==> config.mk <==
export PLATFORM = sky130hd
export DESIGN_NAME = humidity_temp_scale_and_average_unit
export DESIGN_NICKNAME = d
export VERILOG_FILES = /design/src/rtl/hts_pkg.sv /design/src/rtl/hts_cell.sv /design/src/rtl/humidity_temp_scale_and_average_unit.sv
export SDC_FILE = /design/constraint.sdc
export NUM_CORES = 1
export LEC_CHECK = 0
export ABC_CLOCK_PERIOD_IN_PS = 3200
export BUFFER_PORTS_ARGS = -buffer_cell sky130_fd_sc_hd__buf_4
export CAP_MARGIN = 30
export CORE_MARGIN = 1.5
export CORE_UTILIZATION = 45
export DETAILED_ROUTE_END_ITERATION = 6
export PLACE_DENSITY_LB_ADDON = 0.15
export SYNTH_ARGS = -nofsm -noshare
export SYNTH_HDL_FRONTEND = slang
export SYNTH_SLANG_ARGS = --single-unit
==> constraint.sdc <==
create_clock -name clk -period 3.2 [get_ports clk]
set_input_delay 0.16 -clock clk [delete_from_list [all_inputs] [get_ports clk]]
set_output_delay 0.16 -clock clk [all_outputs]
set_load 0.02 [all_outputs]
==> src/rtl/hts_pkg.sv <==
// ---------------------------------------------------------------------------
// hts_pkg - shared types and constants
// Payload structs, scaling constants and scaling functions for the
// temperature / humidity scale and boxcar average unit.
// ---------------------------------------------------------------------------
package hts_pkg;

	localparam int unsigned AVG_DEPTH_DEF = 8;

	localparam int unsigned RAW_W   = 14;
	localparam int unsigned TEMP_W  = 12;
	localparam int unsigned HUMID_W = 10;
	localparam int unsigned TSUM_W  = 16;
	localparam int unsigned HSUM_W  = 14;

	localparam int unsigned TEMP_SPAN   = 1650;
	localparam int unsigned HUMID_SPAN  = 1000;
	localparam int unsigned TEMP_OFFSET = 400;
	localparam int unsigned FRAC_BITS   = 14;
	localparam int unsigned ROUND_UP    = (1 << FRAC_BITS) - 1;

	// reciprocal divide: exact floor(n/D) for n < 2**15 and D <= 16
	localparam int unsigned MAG_W        = 15;
	localparam int unsigned RECIP_SHIFT  = 19;
	localparam int unsigned RECIP_W      = 20;
	localparam int unsigned PROD_W       = MAG_W + RECIP_W;

	// products: 14 x 11 bits plus rounding fits in 25 bits
	localparam int unsigned TPROD_W = 25;
	localparam int unsigned HPROD_W = 24;

	typedef struct packed {
		logic [RAW_W-1:0] raw_temperature;
		logic [RAW_W-1:0] raw_humidity;
	} sample_t;

	typedef struct packed {
		logic signed [TEMP_W-1:0]  temperature;
		logic        [HUMID_W-1:0] humidity;
		logic signed [TEMP_W-1:0]  avg_temperature;
		logic        [HUMID_W-1:0] avg_humidity;
	} result_t;

	// ceil(raw * 1650 / 16384) - 400
	function automatic logic signed [TEMP_W-1:0] scale_temp(input logic [RAW_W-1:0] raw);
		logic [TPROD_W-1:0] p;
		logic [TEMP_W-1:0]  u;
		p = TPROD_W'(raw) * TPROD_W'(TEMP_SPAN) + TPROD_W'(ROUND_UP);
		u = TEMP_W'(p[TPROD_W-1:FRAC_BITS]) - TEMP_W'(TEMP_OFFSET);
		return $signed(u);
	endfunction

	// ceil(raw * 1000 / 16384)
	function automatic logic [HUMID_W-1:0] scale_humid(input logic [RAW_W-1:0] raw);
		logic [HPROD_W-1:0] p;
		p = HPROD_W'(raw) * HPROD_W'(HUMID_SPAN) + HPROD_W'(ROUND_UP);
		return p[FRAC_BITS +: HUMID_W];
	endfunction

endpackage

==> src/rtl/hts_cell.sv <==
// ---------------------------------------------------------------------------
// hts_cell - one history slot
// Holds one scaled temperature / humidity pair and hands it to the next
// slot along the chain on every shift.
// ---------------------------------------------------------------------------
module hts_cell (
	input  logic                                clk,
	input  logic                                arst_n,
	input  logic                                shift,
	input  logic signed [hts_pkg::TEMP_W-1:0]   temp_in,
	input  logic        [hts_pkg::HUMID_W-1:0]  humid_in,
	output logic signed [hts_pkg::TEMP_W-1:0]   temp_out,
	output logic        [hts_pkg::HUMID_W-1:0]  humid_out
);
	import hts_pkg::*;

	logic signed [TEMP_W-1:0]  temp_q;
	logic        [HUMID_W-1:0] humid_q;

	always_ff @(posedge clk or negedge arst_n) begin
		if (!arst_n) begin
			temp_q  <= '0;
			humid_q <= '0;
		end else if (shift) begin
			temp_q  <= temp_in;
			humid_q <= humid_in;
		end
	end

	assign temp_out  = temp_q;
	assign humid_out = humid_q;

endmodule

==> src/rtl/humidity_temp_scale_and_average_unit.sv <==
// ---------------------------------------------------------------------------
// humidity_temp_scale_and_average_unit - sensor scaling with boxcar average
// Path: scaling, running sums, multiply, then the output register.
// Throughput: one sample per cycle while result_stall is low; the running sums
// are updated in a single stage and the history is a shift chain, so nothing recirculates.
// Reset: history slots, running sums and all valid flags cleared; early
// averages therefore include zero entries.
// ---------------------------------------------------------------------------
module humidity_temp_scale_and_average_unit #(
	parameter int unsigned AVG_DEPTH = hts_pkg::AVG_DEPTH_DEF
) (
	input  logic              clk,
	input  logic              arst_n,
	input  logic              sample_valid,
	output logic              sample_stall,
	input  hts_pkg::sample_t  sample,
	output logic              result_valid,
	input  logic              result_stall,
	output hts_pkg::result_t  result
);
	import hts_pkg::*;

	localparam logic [RECIP_W-1:0] RECIP =
		RECIP_W'(((1 << RECIP_SHIFT) + AVG_DEPTH - 1) / AVG_DEPTH);

	// stage advance enables, bubbles collapse
	logic en1, en2, en3, en4;
	logic v_s1, v_s2, v_s3, v_q;

	assign en4 = !v_q  || !result_stall;
	assign en3 = !v_s3 || en4;
	assign en2 = !v_s2 || en3;
	assign en1 = !v_s1 || en2;
	assign sample_stall = !en1;

	// stage 1: scaling
	logic signed [TEMP_W-1:0]  temp_s1;
	logic        [HUMID_W-1:0] humid_s1;

	always_ff @(posedge clk) begin
		if (en1) begin
			temp_s1  <= scale_temp(sample.raw_temperature);
			humid_s1 <= scale_humid(sample.raw_humidity);
		end
	end

	// history chain: slot 0 takes the new pair, the last slot holds the oldest
	logic                      shift;
	logic signed [TEMP_W-1:0]  chain_temp  [0:AVG_DEPTH];
	logic        [HUMID_W-1:0] chain_humid [0:AVG_DEPTH];

	assign shift          = en2 && v_s1;
	assign chain_temp[0]  = temp_s1;
	assign chain_humid[0] = humid_s1;

	for (genvar i = 0; i < AVG_DEPTH; i++) begin : g_cell
		hts_cell u_cell (
			.clk       (clk),
			.arst_n    (arst_n),
			.shift     (shift),
			.temp_in   (chain_temp[i]),
			.humid_in  (chain_humid[i]),
			.temp_out  (chain_temp[i+1]),
			.humid_out (chain_humid[i+1])
		);
	end

	// stage 2: running sums
	logic signed [TSUM_W-1:0]  temp_sum_q,  temp_sum_next;
	logic        [HSUM_W-1:0]  humid_sum_q, humid_sum_next;
	logic signed [TEMP_W-1:0]  temp_s2;
	logic        [HUMID_W-1:0] humid_s2;
	logic signed [TSUM_W-1:0]  temp_sum_s2;
	logic        [HSUM_W-1:0]  humid_sum_s2;

	assign temp_sum_next = temp_sum_q - TSUM_W'(chain_temp[AVG_DEPTH])
		+ TSUM_W'(temp_s1);
	assign humid_sum_next = humid_sum_q - HSUM_W'(chain_humid[AVG_DEPTH])
		+ HSUM_W'(humid_s1);

	always_ff @(posedge clk or negedge arst_n) begin
		if (!arst_n) begin
			temp_sum_q  <= '0;
			humid_sum_q <= '0;
		end else if (shift) begin
			temp_sum_q  <= temp_sum_next;
			humid_sum_q <= humid_sum_next;
		end
	end

	always_ff @(posedge clk) begin
		if (en2) begin
			temp_s2      <= temp_s1;
			humid_s2     <= humid_s1;
			temp_sum_s2  <= temp_sum_next;
			humid_sum_s2 <= humid_sum_next;
		end
	end

	// stage 3: magnitude times reciprocal
	logic [MAG_W-1:0]          temp_mag;
	logic signed [TEMP_W-1:0]  temp_s3;
	logic        [HUMID_W-1:0] humid_s3;
	logic                      temp_neg_s3;
	logic [PROD_W-1:0]         temp_prod_s3;
	logic [PROD_W-1:0]         humid_prod_s3;

	assign temp_mag = temp_sum_s2[TSUM_W-1] ? MAG_W'(-temp_sum_s2) : temp_sum_s2[MAG_W-1:0];

	always_ff @(posedge clk) begin
		if (en3) begin
			temp_s3       <= temp_s2;
			humid_s3      <= humid_s2;
			temp_neg_s3   <= temp_sum_s2[TSUM_W-1];
			temp_prod_s3  <= PROD_W'(temp_mag) * PROD_W'(RECIP);
			humid_prod_s3 <= PROD_W'(humid_sum_s2) * PROD_W'(RECIP);
		end
	end

	// stage 4: output register, sign restored (truncation toward zero)
	logic [TEMP_W-1:0] temp_quot;

	assign temp_quot = temp_prod_s3[RECIP_SHIFT +: TEMP_W];

	always_ff @(posedge clk) begin
		if (en4) begin
			result.temperature     <= temp_s3;
			result.humidity        <= humid_s3;
			result.avg_temperature <= $signed(temp_neg_s3 ? -temp_quot : temp_quot);
			result.avg_humidity    <= humid_prod_s3[RECIP_SHIFT +: HUMID_W];
		end
	end

	always_ff @(posedge clk or negedge arst_n) begin
		if (!arst_n) begin
			v_s1 <= 1'b0;
			v_s2 <= 1'b0;
			v_s3 <= 1'b0;
			v_q  <= 1'b0;
		end else begin
			if (en1) v_s1 <= sample_valid;
			if (en2) v_s2 <= v_s1;
			if (en3) v_s3 <= v_s2;
			if (en4) v_q  <= v_s3;
		end
	end

	assign result_valid = v_q;

	// stall on the input only when the first stage is holding a sample
	a_stall_full: assert property (@(posedge clk) disable iff (!arst_n)
		sample_stall |-> v_s1)
		else $error("input stalled with empty first stage");

	a_tsum_range: assert property (@(posedge clk) disable iff (!arst_n)
		(temp_sum_q >= -$signed(TSUM_W'(TEMP_OFFSET * AVG_DEPTH))) &&
		(temp_sum_q <= $signed(TSUM_W'((TEMP_SPAN - TEMP_OFFSET) * AVG_DEPTH))))
		else $error("temperature running sum out of range");

	a_hsum_range: assert property (@(posedge clk) disable iff (!arst_n)
		humid_sum_q <= HSUM_W'(HUMID_SPAN * AVG_DEPTH))
		else $error("humidity running sum out of range");

	a_avg_humid: assert property (@(posedge clk) disable iff (!arst_n)
		result_valid |-> (result.avg_humidity <= HUMID_W'(HUMID_SPAN)))
		else $error("humidity average out of range");

endmodule
==> impl_metrics.sql, run 1 <==
INSERT INTO impl_metrics (metric_group, metric, value, unit) VALUES
('cts', 'ctsHtreeMaxLevel', '2', ''),
('timing', 'finalWorstPathRequiredPeriod', '5.10', 'ns'),
('route', 'post_drt_wl_per_cell', '14.3', 'um'),
('grt', 'grt_pass1_wl', '70.7', 'mm'),
('route', 'antenna_violating_nets_post_route', '0', ''),
('route', 'drc', '0', ''),
('worst_setup_path', 'critical_path.most_common_cell', 'fa_1', ''),
('cts', 'clock_path_buffers', '3', ''),
('yosys', 'avgSynthCellArea', '10.6', 'um2'),
('floorplan', 'initial_core_util', '0.456', ''),
('hold_path', 'hold_class', 'in2reg', ''),
('timing', 'worst_slack', '-1.90', 'ns'),
('route', 'routed_via_density', '4.88', ''),
('timing', 'setup_repair_after_global_routing_missed_its_margin', 'true', ''),
('cts', 'clkLatencyLatePin', '0.54', 'ns'),
('timing', 'timing.max_slew.rel_slack', '0.551', ''),
('finish', 'seq_area', '0.0100', 'mm2'),
('timing', 'timing.final.setup_violations', '25', ''),
('placed_design', 'placed_cells_incl_taps', '2814', ''),
('placed_design', 'detailed_placement_wirelength_estimate', '31.0', 'mm'),
('finish', 'n_fill_cell', '3960', ''),
('route', 'detailroute.via_count', '14300', ''),
('cts', 'cts_buffers', '40', ''),
('yosys', 'ys_seq_elements', '368', ''),
('yosys', 'synth.lib_cells_used.distinct', '82', ''),
('hold_path', 'worst_hold_startpoint', 'result_stall', ''),
('cts', 'cts_tree', 'yes', ''),
('placed_design', 'port-buffer-count', '77', ''),
('yosys', 'synth.yosys.seq_area_share', '0.482', ''),
('timing', 'finalCritPeriodShare', '1.59', ''),
('finish', 'finalCoreUtilization', '0.575', ''),
('floorplan', 'io_pins', '78', ''),
('finish', 'fin_cells', '2922', ''),
('worst_setup_path', 'cell_chain_critical_path', 'buf_8 > ha_4 > inv_2 > fa_1 > inv_1 > fa_1 > fa_1 > inv_1 > fa_1 > inv_2 > ha_4 > nor2b_4 > a222oi_1 > o2111ai_2 > a2111oi_4 > nand4_2 > and4bb_2 > nor2b_4 > xnor2_2 > ha_4 > o21ai_2 > a21oi_2 > o41ai_2 > xnor2_1', ''),
('route', 'drt_pass_1_iters', '5', ''),
('hold_path', 'min_delay_worst_endpoint', 'result_valid$_DFFE_PN0P_', ''),
('floorplan', 'floorplan.die_area', '0.0474', 'mm2'),
('finish', 'ratio_of_cells_with_drive_above_1_in_the_final_layout', '0.241', ''),
('worst_setup_path', 'r2r_cells', '12', ''),
('yosys', 'syn_nets', '2269', ''),
('finish', 'layout.cells.most_common', 'nand2_1', ''),
('worst_setup_path', 'timing.rr.end', 'temp_sum_q[14]$_DFFE_PN0P_', ''),
('placed_design', 'gp_congestion', '0.829', ''),
('route', 'initialDrtViolationCount', '594', ''),
('floorplan', 'core_area', '0.0455', 'mm2'),
('finish', 'area_delta_synth_final', '26.0', '%'),
('worst_setup_path', 'timing.critical_path.slowest_stage_cell', 'fa_1', ''),
('cts', 'cts.sinks', '368', ''),
('worst_setup_path', 'cp_data_arrival_time', '5.37', 'ns'),
('yosys', 'ys.flop_type', 'dfrtp_1', ''),
('cts', 'master_cell_of_the_clock_root_buffer', 'clkbuf_16', ''),
('floorplan', 'die_h', '218', 'um'),
('timing', 'final.setup_skew', '0.0193', 'ns'),
('worst_setup_path', 'crit_path_max_fanout', '3', ''),
('grt', 'initial_antenna_violation_count', '0', ''),
('cts', 'clk_pin_slew', '0.06', 'ns'),
('worst_setup_path', 'type_of_destination_of_the_critical_path', 'register', ''),
('timing', 'worst-slew-pin-transition', '0.672', 'ns'),
('worst_setup_path', 'max_incr_delay_on_cp', '0.54', 'ns'),
('yosys', 'post_synth_instance_area', '0.0207', 'mm2'),
('finish', 'antenna_cells_inserted', '0', ''),
('grt', 'vias_in_the_first_global_route', '14900', ''),
('grt', 'largest_net_degree_at_the_start_of_global_routing', '75', ''),
('status', 'failed_checks', 'negative setup slack', ''),
('finish', 'final_cell_mix', 'nand2_1 (538), buf_4 (311), inv_1 (220)', ''),
('worst_setup_path', 'regToRegSetupSlack', '-0.12', 'ns'),
('yosys', 'synth_enable_flop_cells', '159', ''),
('status', 'run_status', 'finished, violations left', ''),
('grt', 'grt_util_all_layers', '0.182', ''),
('finish', 'nNetsFinal', '2594', ''),
('worst_setup_path', 'worst_ep_required_time', '3.47', 'ns');
[cell type report]
type / count / area share
inverter: 241 / 0.0349
multi-input combinational: 1303 / 0.400
clock inverter: 17 / 0.00838
clock buffer: 56 / 0.0425
sequential: 368 / 0.383
tap: 600 / 0.0287
timing repair buffer: 337 / 0.102
[registers in the layout (all words and copies together), names as in the netlist, 10 cells and up]
signal / count
result: 44
temp_s1: 12
humid_s1: 10
humid_s3: 10
g_cell.u_cell.temp_out: 96
temp_s3: 12
humid_sum_s2: 10
temp_sum_q: 16
humid_s2: 10
g_cell.u_cell.humid_out: 80
temp_s2: 12
temp_sum_s2: 16
temp_prod_s3: 12
humid_sum_q: 13
humid_prod_s3: 10
[routing by layer]
metal | routed length [um] | GRT usage | vias up
li1 | - | - | 7074
met1 | 19300 | 0.241 | 6977
met2 | 20600 | 0.315 | 151
met3 | 919 | 0.0218 | 65
met4 | 956 | 0.0509 | 0
met5 | 0 | 0 | -
[synth_stat cells (all sizes together) (3+ instances only)]
cell type	instances	area, um2
nand2b	15	93.8
buf	10	46.3
dfrtp	209	5230
o41ai	4	42.6
o2111ai	4	35.0
nor4	7	62.6
a211oi	7	70.1
nand2	545	2050
ha	162	2030
xor2	19	181
o31ai	9	67.6
a21boi	7	52.6
o211ai	6	45.0
nand3	17	90.1
o21ai	80	412
edfxtp	159	4770
o221ai	3	26.3
a31oi	7	50.1
or3	8	50.1
fa	109	2180
inv	241	905
and2	5	31.3
or2	3	18.8
nor3	14	70.1
xnor2	82	718
o31a	7	61.3
clkbuf	44	165
and3	6	37.5
nor2b	12	75.1
or4	6	45.0
mux2	7	78.8
o21bai	3	22.5
a21o	13	97.6
nand4	6	43.8
o21a	8	60.1
a21oi	33	173
nor2	53	199
[logic make-up (layout without fill, tap and decap cells)]
kind of cell               count (synthesis)  after routing  synth area share
buffers and inverters                    295            651            0.0538
DFF                                      368            368             0.482
xor gates and xnor gates                 101            101            0.0434
adders and majority gates                271            271             0.203
AOI/OAI and AO/OA                        216            216            0.0707
muxes                                      7              7           0.00380
and+or+nand+nor                          708            708             0.143
[worst max-delay path: cells and delay by family]
family | cells | cell delay [ns]
buffers and inverters | 5 | 0.29
AO/OA/AOI/OAI | 6 | 1.27
XOR/XNOR | 2 | 0.27
adder cells (fa/ha/maj) | 7 | 2.66
AND/OR/NAND/NOR | 4 | 0.70
[through the flow]
step | setup slack, ns | hold WS (ns) | area [um2] | setup TNS [ns]
2_1_floorplan | -2.20 | -0.136 | 21000 | -31.04
3_3_place_gp | -2.41 | 0.204 | 23900 | -40.94
3_5_place_dp | -2.54 | 0.211 | 23900 | -42.54
4_1_cts | -1.89 | 0.0786 | 25700 | -26.04
5_1_grt | -2.11 | 0.120 | 26100 | -31.15
6_report | -1.90 | 0.0775 | 26100 | -26.38
[repair_timing]
action                                  in CTS  in global routing
endpoints found under the hold margin       66                  0
resized for setup                           87                 70
pin swaps                                   56                 64
endpoints found under the setup margin      39                 42
hold buffers                                 2                  0
buffers inserted                            22                 15
[worst max-delay path by stage]
stage	from	endpoint	slack, ns	cells past startpoint
final	sample[17]	temp_s1[10]$_DFFE_PN_	-1.90	24
after global routing	sample[17]	temp_s1[10]$_DFFE_PN_	-2.11	24
after CTS	sample[18]	temp_s1[10]$_DFFE_PN_	-1.89	24
after detailed placement	sample[17]	temp_s1[10]$_DFFE_PN_	-2.54	24
after global placement	sample[17]	temp_s1[10]$_DFFE_PN_	-2.41	24
after floorplan	sample[17]	temp_s1[10]$_DFFE_PN_	-2.20	24
Power of run 1 is left out: the tool's default activity adds up to more than one toggle a clock period on the data nets, which glitch-free logic cannot reach.
==> run 2: changes to the inputs <==
--- a/config.mk
+++ b/config.mk
@@ -8,8 +8,8 @@
 export ABC_CLOCK_PERIOD_IN_PS = 3200
 export BUFFER_PORTS_ARGS = -buffer_cell sky130_fd_sc_hd__buf_4
 export CAP_MARGIN = 30
-export CORE_MARGIN = 1.5
-export CORE_UTILIZATION = 45
+export CORE_MARGIN = 1
+export CORE_UTILIZATION = 39
 export DETAILED_ROUTE_END_ITERATION = 6
 export PLACE_DENSITY_LB_ADDON = 0.15
 export SYNTH_ARGS = -nofsm -noshare
==> impl_metrics.sql, run 2 (synthesis results as in run 1) <==
INSERT INTO impl_metrics (metric_group, metric, value, unit) VALUES
('placed_design', 'placement.setup.worst_slack', '-2.54', 'ns'),
('timing', 'finalWorstPathRequiredPeriod', '5.12', 'ns'),
('finish', 'finish.instance_area', '0.0264', 'mm2'),
('timing', 'worst_slack', '-1.92', 'ns'),
('route', 'post_drt_wl_per_cell', '14.0', 'um'),
('worst_setup_path', 'max_incr_delay_on_cp', '0.56', 'ns'),
('floorplan', 'placementRows', '84', ''),
('worst_setup_path', 'type_of_destination_of_the_critical_path', 'register', ''),
('finish', 'ratio_of_cells_with_drive_above_1_in_the_final_layout', '0.252', ''),
('run', 'maximum_capacitance_violations', '0', ''),
('route', 'detailroute.via_count', '14200', ''),
('grt', 'vias_in_the_first_global_route', '14800', ''),
('route', 'antenna_violating_nets_post_route', '0', ''),
('finish', 'nNetsFinal', '2623', ''),
('worst_setup_path', 'critical_path.startpoint_type', 'primary input', ''),
('worst_setup_path', 'critical_path.most_common_cell', 'fa_1', ''),
('worst_setup_path', 'timing.critical_path.slowest_stage_cell', 'fa_1', ''),
('worst_setup_path', 'timing.rr.end', 'temp_sum_q[14]$_DFFE_PN0P_', ''),
('floorplan', 'io_pins', '78', ''),
('cts', 'clock_path_buffers', '3', ''),
('cts', 'cts_buffers', '39', ''),
('cts', 'clkLatencyLatePin', '0.53', 'ns'),
('status', 'run_status', 'finished, violations left', ''),
('cts', 'cts.sinks', '368', ''),
('placed_design', 'place_area', '0.0240', 'mm2'),
('placed_design', 'gp_congestion', '0.829', ''),
('floorplan', 'die_h', '233', 'um'),
('floorplan', 'core_area', '0.0526', 'mm2'),
('finish', 'layout.cells.most_common', 'nand2_1', ''),
('worst_setup_path', 'worst_ep_required_time', '3.47', 'ns'),
('timing', 'fmax', '195', 'MHz'),
('finish', 'finalCoreUtilization', '0.502', ''),
('route', 'drt_pass_1_iters', '4', ''),
('finish', 'largest_register_ffs', '96', ''),
('cts', 'clk_pin_slew', '0.06', 'ns'),
('route', 'routed_via_density', '4.67', ''),
('cts', 'cts_tree', 'yes', ''),
('timing', 'timing.final.setup_violations', '24', ''),
('worst_setup_path', 'regToRegSetupSlack', '-0.10', 'ns'),
('grt', 'initial_antenna_violation_count', '0', ''),
('status', 'failed_checks', 'negative setup slack', ''),
('worst_setup_path', 'worstSetupStartpoint', 'sample[18]', ''),
('worst_setup_path', 'crit_path_end', 'temp_s1[10]$_DFFE_PN_', ''),
('timing', 'final.setup_skew', '0.0110', 'ns'),
('timing', 'final_max_slew_viol_count', '0', ''),
('timing', 'timing.max_slew.rel_slack', '0.380', ''),
('grt', 'grt_util_all_layers', '0.161', ''),
('floorplan', 'initial_core_util', '0.395', ''),
('finish', 'area_delta_synth_final', '27.2', '%'),
('grt', 'largest_net_degree_at_the_start_of_global_routing', '107', ''),
('worst_setup_path', 'crit_path_max_fanout', '3', ''),
('timing', 'setup_repair_after_global_routing_missed_its_margin', 'true', ''),
('hold_path', 'hold_class', 'in2async', ''),
('worst_setup_path', 'r2r_cells', '13', ''),
('worst_setup_path', 'cp_data_arrival_time', '5.39', 'ns'),
('grt', 'globalRouteOverflowTotal', '0', ''),
('worst_setup_path', 'rr_startpoint', 'temp_sum_q[1]$_DFFE_PN0P_', ''),
('finish', 'antenna_cells_inserted', '0', ''),
('cts', 'master_cell_of_the_clock_root_buffer', 'clkbuf_16', ''),
('cts', 'ctsHtreeMaxLevel', '2', ''),
('timing', 'report.final.hold_viol_count', '0', ''),
('placed_design', 'port-buffer-count', '77', ''),
('finish', 'final_cell_mix', 'nand2_1 (536), buf_4 (335), inv_1 (216)', ''),
('route', 'initialDrtViolationCount', '556', ''),
('placed_design', 'detailed_placement_wirelength_estimate', '31.4', 'mm'),
('route', 'routed_wirelength', '42.5', 'mm'),
('route', 'drc', '0', ''),
('floorplan', 'floorplan.die_area', '0.0541', 'mm2'),
('timing', 'finalCritPeriodShare', '1.60', ''),
('grt', 'grt_pass1_wl', '71.2', 'mm'),
('timing', 'worst-slew-pin-transition', '0.929', 'ns'),
('floorplan', 'dieWidth', '233', 'um'),
('worst_setup_path', 'worstSetupPathType', 'in2reg', ''),
('worst_setup_path', 'cell_chain_critical_path', 'buf_8 > ha_4 > inv_2 > fa_1 > inv_1 > fa_1 > fa_1 > inv_2 > fa_1 > inv_2 > ha_4 > nor2b_4 > a222oi_1 > o2111ai_2 > a2111oi_4 > nand4_2 > and4bb_2 > nor2b_4 > xnor2_2 > ha_4 > o21ai_2 > a21oi_2 > o41ai_2 > xnor2_1', '');
-- run 2: final cells by class --
class                      count  area (um2)
clock buffer                  53        1080
clock inverter                19         210
fill                        4792       26200
inverter                     241         916
multi-input combinational   1303       10400
sequential                   368       10000
tap                          688         861
timing repair buffer         367        2910
-- run 2: routing by layer --
| layer | wire, um | vias up | global-route usage |
|---|---|---|---|
| met4 | 883 | 0 | 0.0437 |
| met1 | 19800 | 6848 | 0.214 |
| met3 | 1170 | 57 | 0.0224 |
| li1 | - | 7138 | - |
| met5 | 0 | - | 0 |
| met2 | 20600 | 150 | 0.275 |
-- run 2: repair_timing --
action                     in CTS  in global routing
resized for setup             101                 59
pin swaps                      69                 53
hold buffers                    2                  0
setup endpoints to repair      39                 38
hold endpoints to repair      104                  0
setup buffers                  38                 20
-- run 2: per-stage QoR --
step                TNS [ns]  cells  hold WS, ns
floorplan             -31.04   1966       -0.136
global placement      -41.58   2912        0.337
detailed placement    -42.42   2912        0.351
CTS                   -26.95   3022        0.303
global route          -33.37   3039        0.328
finish                -28.54   3039        0.253
-- run 2: worst max-delay path, delay by kind of cell --
family                   cells  cell delay, ns
AND/OR/NAND/NOR              4            0.68
AO/OA/AOI/OAI                6            1.32
XOR/XNOR                     2            0.28
adder cells (fa/ha/maj)      7            2.68
buffers and inverters        5            0.27
-- run 2: how the worst min path moves through the flow --
stage | to | slack (ns) | cells past startpoint
final | g_cell[5].u_cell.humid_out[9]$_DFFE_PN0P_ | 0.25 | 2
after global routing | result_valid$_DFFE_PN0P_ | 0.33 | 3
after CTS | result_valid$_DFFE_PN0P_ | 0.30 | 3
after detailed placement | g_cell[5].u_cell.humid_out[9]$_DFFE_PN0P_ | 0.35 | 1
after global placement | g_cell[5].u_cell.humid_out[9]$_DFFE_PN0P_ | 0.34 | 1
after floorplan | g_cell[0].u_cell.humid_out[0]$_DFFE_PN0P_ | -0.14 | 0
Power of run 2 is left out for the same reason.
